File: src/hw/rtl/wtfe_pkg.sv
// shared types and constants for the websocket text frame encoder
package wtfe_pkg;

    localparam int WTFE_FIFO_DEPTH = 4;

    localparam logic [7:0]  WTFE_HDR_B0        = 8'h81;
    localparam logic [31:0] WTFE_LEN_SHORT_MIN = 32'd126;
    localparam logic [31:0] WTFE_LEN_LONG_MIN  = 32'd65536;
    localparam logic [6:0]  WTFE_CODE_SHORT    = 7'h7E;
    localparam logic [6:0]  WTFE_CODE_LONG     = 7'h7F;

    // length encoding classes
    localparam logic [1:0] WTFE_LSEL_INLINE = 2'd0;
    localparam logic [1:0] WTFE_LSEL_SHORT  = 2'd1;
    localparam logic [1:0] WTFE_LSEL_LONG   = 2'd2;

    // extended length and mask key byte counts
    localparam logic [3:0] WTFE_EXT_SHORT = 4'd2;
    localparam logic [3:0] WTFE_EXT_LONG  = 4'd8;
    localparam logic [3:0] WTFE_KEY_BYTES = 4'd4;

    // fixed header positions
    localparam logic [3:0] WTFE_IDX_B0  = 4'd0;
    localparam logic [3:0] WTFE_IDX_LEN = 4'd1;
    localparam logic [3:0] WTFE_IDX_EXT = 4'd2;

    typedef struct packed {
        logic        is_hdr;
        logic        men;
        logic [1:0]  lsel;
        logic [3:0]  last_idx;
        logic [31:0] len;
        logic [31:0] key;
        logic [7:0]  data;
        logic        end_flag;
        logic        err;
    } t_cmd;

endpackage

File: src/hw/rtl/wtfe_front.sv
// front end: takes input beats, tracks frame state, masks payload, queues commands
module wtfe_front (
    input  logic             i_clk,
    input  logic             i_rst_n,
    input  logic             i_valid,
    output logic             o_stall,
    input  logic             i_mode,
    input  logic [31:0]      i_frame_length,
    input  logic             i_mask_enable,
    input  logic [31:0]      i_mask_key,
    input  logic [7:0]       i_payload_byte,
    input  logic             i_full,
    output logic             o_push,
    output wtfe_pkg::t_cmd   o_cmd
);
    import wtfe_pkg::*;

    logic        r_frame_open, n_frame_open;
    logic [31:0] r_remaining, n_remaining;
    logic        r_masking, n_masking;
    logic [31:0] r_key, n_key;
    logic [1:0]  r_key_pos, n_key_pos;

    logic        accept;
    logic [1:0]  lsel;
    logic [3:0]  ext_n;
    logic [3:0]  key_n;
    logic [7:0]  key_byte;
    logic [31:0] rem_dec;

    assign o_stall = i_full;
    assign accept  = i_valid && !i_full;
    assign o_push  = accept;

    assign key_byte = r_masking ? r_key[{r_key_pos, 3'b000} +: 8] : 8'h00;
    assign rem_dec  = r_remaining - 32'd1;

    always_comb begin
        if (i_frame_length < WTFE_LEN_SHORT_MIN) begin
            lsel  = WTFE_LSEL_INLINE;
            ext_n = 4'd0;
        end else if (i_frame_length < WTFE_LEN_LONG_MIN) begin
            lsel  = WTFE_LSEL_SHORT;
            ext_n = WTFE_EXT_SHORT;
        end else begin
            lsel  = WTFE_LSEL_LONG;
            ext_n = WTFE_EXT_LONG;
        end
        key_n = i_mask_enable ? WTFE_KEY_BYTES : 4'd0;
    end

    always_comb begin
        n_frame_open = r_frame_open;
        n_remaining  = r_remaining;
        n_masking    = r_masking;
        n_key        = r_key;
        n_key_pos    = r_key_pos;

        o_cmd          = '0;
        o_cmd.len      = i_frame_length;
        o_cmd.key      = i_mask_key;
        o_cmd.men      = i_mask_enable;
        o_cmd.lsel     = lsel;

        if (!i_mode) begin
            o_cmd.is_hdr   = 1'b1;
            o_cmd.last_idx = WTFE_IDX_LEN + ext_n + key_n;
            o_cmd.end_flag = (i_frame_length == 32'd0);
            if (accept) begin
                n_masking    = i_mask_enable;
                n_key        = i_mask_enable ? i_mask_key : 32'd0;
                n_key_pos    = 2'd0;
                n_remaining  = i_frame_length;
                n_frame_open = (i_frame_length != 32'd0);
            end
        end else if (!r_frame_open) begin
            // stray payload byte passes through untouched
            o_cmd.data = i_payload_byte;
            o_cmd.err  = 1'b1;
        end else begin
            o_cmd.data     = i_payload_byte ^ key_byte;
            o_cmd.end_flag = (rem_dec == 32'd0);
            if (accept) begin
                n_remaining = rem_dec;
                if (r_masking) begin
                    n_key_pos = r_key_pos + 2'd1;
                end
                if (rem_dec == 32'd0) begin
                    n_frame_open = 1'b0;
                end
            end
        end
    end

    always_ff @(posedge i_clk) begin
        if (!i_rst_n) begin
            r_frame_open <= 1'b0;
            r_remaining  <= '0;
            r_masking    <= 1'b0;
            r_key        <= '0;
            r_key_pos    <= '0;
        end else begin
            r_frame_open <= n_frame_open;
            r_remaining  <= n_remaining;
            r_masking    <= n_masking;
            r_key        <= n_key;
            r_key_pos    <= n_key_pos;
        end
    end

endmodule

File: src/hw/rtl/wtfe_fifo.sv
// short command queue between front and back end
module wtfe_fifo #(
    parameter int DEPTH = wtfe_pkg::WTFE_FIFO_DEPTH
) (
    input  logic             i_clk,
    input  logic             i_rst_n,
    input  logic             i_push,
    input  wtfe_pkg::t_cmd   i_cmd,
    input  logic             i_pop,
    output wtfe_pkg::t_cmd   o_head,
    output logic             o_empty,
    output logic             o_full
);
    import wtfe_pkg::*;

    localparam int PW = (DEPTH > 1) ? $clog2(DEPTH) : 1;
    localparam int CW = $clog2(DEPTH + 1);

    t_cmd          r_mem [DEPTH];
    logic [PW-1:0] r_wr, n_wr;
    logic [PW-1:0] r_rd, n_rd;
    logic [CW-1:0] r_count, n_count;

    logic do_push;
    logic do_pop;

    assign o_empty = (r_count == '0);
    assign o_full  = (r_count == CW'(DEPTH));
    assign do_push = i_push && !o_full;
    assign do_pop  = i_pop && !o_empty;
    assign o_head  = r_mem[r_rd];

    always_comb begin
        n_wr    = r_wr;
        n_rd    = r_rd;
        n_count = r_count;
        if (do_push) begin
            n_wr = (r_wr == PW'(DEPTH - 1)) ? '0 : r_wr + PW'(1);
        end
        if (do_pop) begin
            n_rd = (r_rd == PW'(DEPTH - 1)) ? '0 : r_rd + PW'(1);
        end
        if (do_push && !do_pop) begin
            n_count = r_count + CW'(1);
        end else if (do_pop && !do_push) begin
            n_count = r_count - CW'(1);
        end
    end

    always_ff @(posedge i_clk) begin
        if (do_push) begin
            r_mem[r_wr] <= i_cmd;
        end
    end

    always_ff @(posedge i_clk) begin
        if (!i_rst_n) begin
            r_wr    <= '0;
            r_rd    <= '0;
            r_count <= '0;
        end else begin
            r_wr    <= n_wr;
            r_rd    <= n_rd;
            r_count <= n_count;
        end
    end

`ifndef SYNTH
    a_count_bound: assert property (@(posedge i_clk) disable iff (!i_rst_n)
        r_count <= CW'(DEPTH))
        else $error("queue count beyond depth");

    a_no_push_full: assert property (@(posedge i_clk) disable iff (!i_rst_n)
        o_full |-> !i_push)
        else $error("push into a full queue");

    a_count_step: assert property (@(posedge i_clk) disable iff (!i_rst_n)
        (do_pop && !do_push) |=> (r_count == $past(r_count) - CW'(1)))
        else $error("queue count did not drop on pop");
`endif

endmodule

File: src/hw/rtl/wtfe_back.sv
// back end: serialises queued commands into bytes behind an output register
module wtfe_back (
    input  logic             i_clk,
    input  logic             i_rst_n,
    input  logic             i_empty,
    input  wtfe_pkg::t_cmd   i_head,
    output logic             o_pop,
    output logic             o_valid,
    input  logic             i_stall,
    output logic [7:0]       o_out_byte,
    output logic             o_run_last,
    output logic             o_frame_end,
    output logic             o_no_frame_error
);
    import wtfe_pkg::*;

    logic [3:0] r_idx, n_idx;
    logic       r_valid;
    logic [7:0] r_byte;
    logic       r_last, r_end, r_err;

    logic       load;
    logic       is_last;
    logic [3:0] ext_n;
    logic [3:0] j;
    logic [3:0] k;
    logic [6:0] code;
    logic [7:0] hdr_byte;
    logic [7:0] cur_byte;

    assign load    = !i_empty && (!r_valid || !i_stall);
    assign is_last = (r_idx == i_head.last_idx);
    assign o_pop   = load && is_last;
    assign j       = r_idx - WTFE_IDX_EXT;

    always_comb begin
        unique case (i_head.lsel)
            WTFE_LSEL_SHORT: begin
                ext_n = WTFE_EXT_SHORT;
                code  = WTFE_CODE_SHORT;
            end
            WTFE_LSEL_LONG: begin
                ext_n = WTFE_EXT_LONG;
                code  = WTFE_CODE_LONG;
            end
            default: begin
                ext_n = 4'd0;
                code  = i_head.len[6:0];
            end
        endcase
        k = j - ext_n;
    end

    always_comb begin
        if (r_idx == WTFE_IDX_B0) begin
            hdr_byte = WTFE_HDR_B0;
        end else if (r_idx == WTFE_IDX_LEN) begin
            hdr_byte = {i_head.men, code};
        end else if (j < ext_n) begin
            if (i_head.lsel == WTFE_LSEL_SHORT) begin
                hdr_byte = i_head.len[{~j[0], 3'b000} +: 8];
            end else if (j < 4'd4) begin
                // top four bytes of the 64-bit length are always zero
                hdr_byte = 8'h00;
            end else begin
                hdr_byte = i_head.len[{~j[1:0], 3'b000} +: 8];
            end
        end else begin
            hdr_byte = i_head.key[{k[1:0], 3'b000} +: 8];
        end
        cur_byte = i_head.is_hdr ? hdr_byte : i_head.data;
    end

    always_comb begin
        n_idx = r_idx;
        if (load) begin
            n_idx = is_last ? 4'd0 : r_idx + 4'd1;
        end
    end

    always_ff @(posedge i_clk) begin
        if (!i_rst_n) begin
            r_idx   <= '0;
            r_valid <= 1'b0;
        end else begin
            r_idx <= n_idx;
            if (load) begin
                r_valid <= 1'b1;
            end else if (!i_stall) begin
                r_valid <= 1'b0;
            end
        end
    end

    always_ff @(posedge i_clk) begin
        if (load) begin
            r_byte <= cur_byte;
            r_last <= is_last;
            r_end  <= is_last && i_head.end_flag;
            r_err  <= i_head.err;
        end
    end

    assign o_valid          = r_valid;
    assign o_out_byte       = r_byte;
    assign o_run_last       = r_last;
    assign o_frame_end      = r_end;
    assign o_no_frame_error = r_err;

`ifndef SYNTH
    a_idx_in_run: assert property (@(posedge i_clk) disable iff (!i_rst_n)
        !i_empty |-> (r_idx <= i_head.last_idx))
        else $error("byte index ran past the end of its command");

    a_idx_idle: assert property (@(posedge i_clk) disable iff (!i_rst_n)
        i_empty |-> (r_idx == 4'd0))
        else $error("byte index not at zero with an empty queue");
`endif

endmodule

File: src/hw/rtl/websocket_text_frame_encoder.sv
// websocket text frame encoder top level: front end, command queue, back end
// throughput: one output byte per cycle while i_stall is low and the queue holds a command
// a payload beat gives one output byte, a start beat 2 to 14
// input side takes one beat per cycle while the command queue has room
// queue depth FIFO_DEPTH commands; the back end serialiser sets the sustained byte rate
// synchronous active-low reset clears frame state, queue pointers and output valid
module websocket_text_frame_encoder #(
    parameter int FIFO_DEPTH = wtfe_pkg::WTFE_FIFO_DEPTH
) (
    input  logic        i_clk,
    input  logic        i_rst_n,
    input  logic        i_valid,
    output logic        o_stall,
    input  logic        i_mode,
    input  logic [31:0] i_frame_length,
    input  logic        i_mask_enable,
    input  logic [31:0] i_mask_key,
    input  logic [7:0]  i_payload_byte,
    output logic        o_valid,
    input  logic        i_stall,
    output logic [7:0]  o_out_byte,
    output logic        o_run_last,
    output logic        o_frame_end,
    output logic        o_no_frame_error
);
    import wtfe_pkg::*;

    t_cmd push_cmd;
    t_cmd head_cmd;
    logic push;
    logic pop;
    logic q_empty;
    logic q_full;

    wtfe_front u_front (
        .i_clk          (i_clk),
        .i_rst_n        (i_rst_n),
        .i_valid        (i_valid),
        .o_stall        (o_stall),
        .i_mode         (i_mode),
        .i_frame_length (i_frame_length),
        .i_mask_enable  (i_mask_enable),
        .i_mask_key     (i_mask_key),
        .i_payload_byte (i_payload_byte),
        .i_full         (q_full),
        .o_push         (push),
        .o_cmd          (push_cmd)
    );

    wtfe_fifo #(
        .DEPTH (FIFO_DEPTH)
    ) u_fifo (
        .i_clk   (i_clk),
        .i_rst_n (i_rst_n),
        .i_push  (push),
        .i_cmd   (push_cmd),
        .i_pop   (pop),
        .o_head  (head_cmd),
        .o_empty (q_empty),
        .o_full  (q_full)
    );

    wtfe_back u_back (
        .i_clk            (i_clk),
        .i_rst_n          (i_rst_n),
        .i_empty          (q_empty),
        .i_head           (head_cmd),
        .o_pop            (pop),
        .o_valid          (o_valid),
        .i_stall          (i_stall),
        .o_out_byte       (o_out_byte),
        .o_run_last       (o_run_last),
        .o_frame_end      (o_frame_end),
        .o_no_frame_error (o_no_frame_error)
    );

endmodule
File: config.mk
export PLATFORM = sky130hd
export DESIGN_NAME = websocket_text_frame_encoder
export DESIGN_NICKNAME = d
export VERILOG_FILES = /design/src/hw/rtl/wtfe_pkg.sv /design/src/hw/rtl/wtfe_front.sv /design/src/hw/rtl/wtfe_fifo.sv /design/src/hw/rtl/wtfe_back.sv /design/src/hw/rtl/websocket_text_frame_encoder.sv
export SDC_FILE = /design/constraint.sdc
export NUM_CORES = 1
export LEC_CHECK = 0
export ABC_CLOCK_PERIOD_IN_PS = 4900
export BUFFER_PORTS_ARGS = -buffer_cell sky130_fd_sc_hd__buf_2
export CAP_MARGIN = 0
export CORE_MARGIN = 4
export CORE_UTILIZATION = 50
export DETAILED_ROUTE_END_ITERATION = 7
export MAX_ROUTING_LAYER = met4
export PLACE_DENSITY = 0.73
export SLEW_MARGIN = 0
export SYNTH_ARGS = -nofsm -noshare
export SYNTH_HDL_FRONTEND = slang
export SYNTH_SLANG_ARGS = --single-unit
File: constraint.sdc
create_clock -name i_clk -period 4.9 [get_ports i_clk]
set_clock_uncertainty 0.15 [all_clocks]
set_input_delay 0.49 -clock i_clk [delete_from_list [all_inputs] [get_ports i_clk]]
set_output_delay 0.49 -clock i_clk [all_outputs]
set_load 0.01 [all_outputs]
==> run_results.csv <==
group,metric,value,unit
yosys,synth_edf_count,335,
cts,cts_tree,"done",
floorplanning,num_rows,68,
detailed_routing,num_vias,10250,
placed_design,placed_cell_area,18510,um^2
setup_path,path_class,"register to register",
placed_design,port-buffer-count,90,
worst_hold_path,holdCritPathClass,"primary input to register",
placed_design,place_ws,1.414,ns
cells_and_area,final_cell_mix,"edfxtp_1 (335), mux4_2 (105), buf_2 (90)",
cells_and_area,multi_input_comb_area,5538,um^2
cts,cts_buffer_depth,3,
grt,grt_pass1_wl,60950,um
detailed_routing,ant_nets,0,
yosys,syn_inst,1099,
timing,setup_viol,0,
detailed_routing,dr.pass1.iters,5,
floorplanning,core,34630,um^2
yosys,async_flop_share,0,%
floorplanning,fp.dieW,195.7,um
cts,cts_root_buffer,"clkbuf_16",
detailed_routing,avgRoutedWirePerCell,23.69,um
power_and_ir_drop,p_leak,6.574,nW
yosys,syn_area,17620,um^2
cts,post_cts_buffers,0,
cts,cts_buffers,42,
power_and_ir_drop,clkPwrFrac,31.1,%
cells_and_area,final_nets,1277,
yosys,synth_warnings,0,
detailed_routing,vias_per_cell,6.143,
timing,period_minus_slack,3.607,ns
cells_and_area,layout.cells.most_common,"edfxtp_1",
cells_and_area,fin_area,19800,um^2
cells_and_area,areaGrowthSynthToFinish,12.40,%
timing,rsz0062_at_grt,"false",
timing,clock.fmax,0.2773,GHz
floorplanning,die_h,195.7,um
yosys,ys_seq_elements,417,
setup_path,critPathLaunchType,"register",
grt,grt-ovfl-total,0,
placed_design,dp_hpwl,24990,um
detailed_routing,wl,39540,um
detailed_routing,drc,0,
timing,hold_viol,0,
yosys,avgSynthCellArea,16.03,um^2
yosys,yosysTopAreaCellShare,57.11,%
timing,post-route-period-util,73.61,%
cts,hold_buffers,0,
setup_path,cp.arrival,3.81,ns
cts,clock_sinks,417,
timing,setup_tns,0,ns
setup_path,reg2reg_from,"u_front.r_remaining[0]",
placed_design,gp_congestion,0.8775,
setup_path,timing.reg2reg.setup_slack,1.29,ns
setup_path,worstRegToRegCells,9,
setup_path,crit_start,"u_front.r_remaining[0]",
power_and_ir_drop,pwr-share-comb,22.4,%
timing,slew_viol_final,0,
yosys,syn-num-nets,1195,
yosys,synth_area_leaders,"edfxtp_1 (57%), mux4_2 (13%), dfxtp_1 (9.3%)",
cells_and_area,regArea,11710,um^2
floorplanning,die_area,38300,um^2
floorplanning,pin_count,91,
grt,grt_pass1_vias,10200,
cts,cts.clk_slew.worst_paths,0.06,ns
yosys,ys_types,75,
setup_path,slowest_stage,"or4_4",
grt,antenna_found_initial,1,
grt,grt_use_total,21.15,%
cts,h-tree-depth,2,
yosys,ys_seq_area_share,66.43,%
cts,insertion_delay,0.56,ns
floorplanning,start_util,50.87,%
timing,relSlewSlack,40.84,%
power_and_ir_drop,ir_drop,0.3021,mV
cells_and_area,fillerInstances,2590,
setup_path,endpoint,"u_fifo.r_mem[0][1]",
power_and_ir_drop,swShare,28.78,%
setup_path,regToRegEndpoint,"u_fifo.r_mem[0][1]",
run_status,outcome,"completed",
power_and_ir_drop,share_seq_of_total_power,46.5,%
power_and_ir_drop,p_sw,2.815,mW
detailed_routing,first_iter_violations,924,
power_and_ir_drop,p_int,6.964,mW
flow_run,drv_cap,0,
yosys,ys.flop_type,"edfxtp_1",
cts,cts_resized,0,
cells_and_area,drive_gt1_share,24.98,%
grt,grt_max_degree,61,
yosys,yosysTopAreaCell,"edfxtp_1",
power_and_ir_drop,power_density,493.9,nW/um^2
timing,worst_pin_slew,0.8862,ns
setup_path,crit_path_max_fanout,9,
setup_path,cp-end-kind,"register",
setup_path,max_stage_delay,0.68,ns
timing,finalWorstSetupSlack,1.293,ns
setup_path,path_cells,"inv_1 -> ha_1 -> nor4b_1 -> nand4_1 -> or4_4 -> xnor2_1 -> a311oi_2 -> o2111ai_1 -> o2bb2ai_1",
setup_path,cp.required,5.10,ns
==> synth_stat cells (all sizes together) (3+ instances only) <==
master   count
nor4b        3
a31oi        6
nor3        24
a21oi       45
o221a        8
and2        21
inv         25
o22ai       13
nor2        45
nand2b       4
edfxtp     335
clkbuf      48
a22oi        9
xnor2       14
nand3       10
o21ai       39
or2          7
nor3b        3
or4          4
or3          9
a41oi        4
o2bb2ai      5
nand4        7
nand2       62
ha          17
nor2b       11
nor4        16
buf         23
dfxtp       82
a21boi       7
a22o        34
mux2i        4
xor2        11
mux4       105
a21o         5
==> power by group through the flow <==
stage | registers [mW] | clock network [mW] | logic, mW
6_report | 4.55 | 3.04 | 2.19
5_1_grt | 4.59 | 3.26 | 2.39
3_5_place_dp | 4.61 | 0 | 2.19
4_1_cts | 4.54 | 3.09 | 2.20
3_3_place_gp | 4.60 | 0 | 2.14
2_1_floorplan | 4.55 | 0 | 1.56
==> critical path: cells and delay by family (launching register included) <==
family / cells / cell delay (ns)
XOR/XNOR: 1 / 0.15
AO/OA/AOI/OAI: 3 / 0.79
buffers and inverters: 1 / 0.14
flip-flops: 1 / 0.38
AND/OR/NAND/NOR: 3 / 1.47
adder cells (fa/ha/maj): 1 / 0.33
==> logic make-up after synthesis <==
| logic type | after synthesis | synth area share, % |
|---|---|---|
| compound gates | 197 | 7.728 |
| xor+xnor | 25 | 1.243 |
| fa+ha+maj | 18 | 1.321 |
| buf+inv | 97 | 2.259 |
| flops | 417 | 66.43 |
| mux | 109 | 13.65 |
| simple gates | 236 | 7.373 |
==> metal layers <==
layer / global-route usage [%] / up-vias / wire, um
met5: - / - / 0
met4: 6.594 / 0 / 1304
met3: 3.864 / 84 / 2885
met2: 32.54 / 409 / 18900
met1: 29.23 / 5219 / 16450
li1: - / 4541 / -
==> worst min-delay path by stage <==
| stage | start | endpoint | slack (ns) | cells after the start |
|---|---|---|---|---|
| 2_1_floorplan | u_front.r_masking | u_front.r_masking | 0.27 | 1 |
| 5_1_grt | i_mask_enable | u_fifo.r_mem[2][80] | 0.01 | 1 |
| 6_report | i_mask_key[4] | u_fifo.r_mem[2][14] | 0.02 | 1 |
| 4_1_cts | i_mask_key[4] | u_fifo.r_mem[2][14] | 0.005 | 1 |
| 3_3_place_gp | u_front.r_masking | u_front.r_masking | 0.28 | 1 |
| 3_5_place_dp | u_front.r_masking | u_front.r_masking | 0.30 | 1 |
==> state kept, by name, indices dropped and copies added, names as in the netlist, named ones only <==
name and count:
u_front.r_remaining 32, u_back.o_run_last 1, u_fifo.r_count 3, u_back.o_no_frame_error 1, u_front.r_key 32, u_back.o_valid 1, u_front.r_frame_open 1, u_back.o_out_byte 8
u_fifo.r_wr 2, u_fifo.r_rd 2, u_back.o_frame_end 1, u_front.r_masking 1, u_fifo.r_mem 324, u_back.r_idx 4, u_front.r_key_pos 2
==> final cells by class <==
class / instances / share of cell area [%]
diodes: 1 / 0.01264
clock buffers: 50 / 5.460
clock inverters: 26 / 1.062
inverters: 26 / 0.4929
multi-input cells: 585 / 27.97
flip-flops and latches: 417 / 59.13
well taps: 455 / 2.875
repair buffers: 109 / 2.995
==> per-stage QoR <==
stage	hold slack [ns]	total power, mW	util, %	instances
2_1_floorplan	0.2687	6.116	-	1099
3_3_place_gp	0.2785	6.739	53.44	1592
3_5_place_dp	0.3012	6.799	53.44	1592
4_1_cts	0.005077	9.831	57.17	1668
5_1_grt	0.01483	10.24	57.18	1669
6_report	0.01638	9.779	57.18	1669
Power figures use the tool's default switching activity.
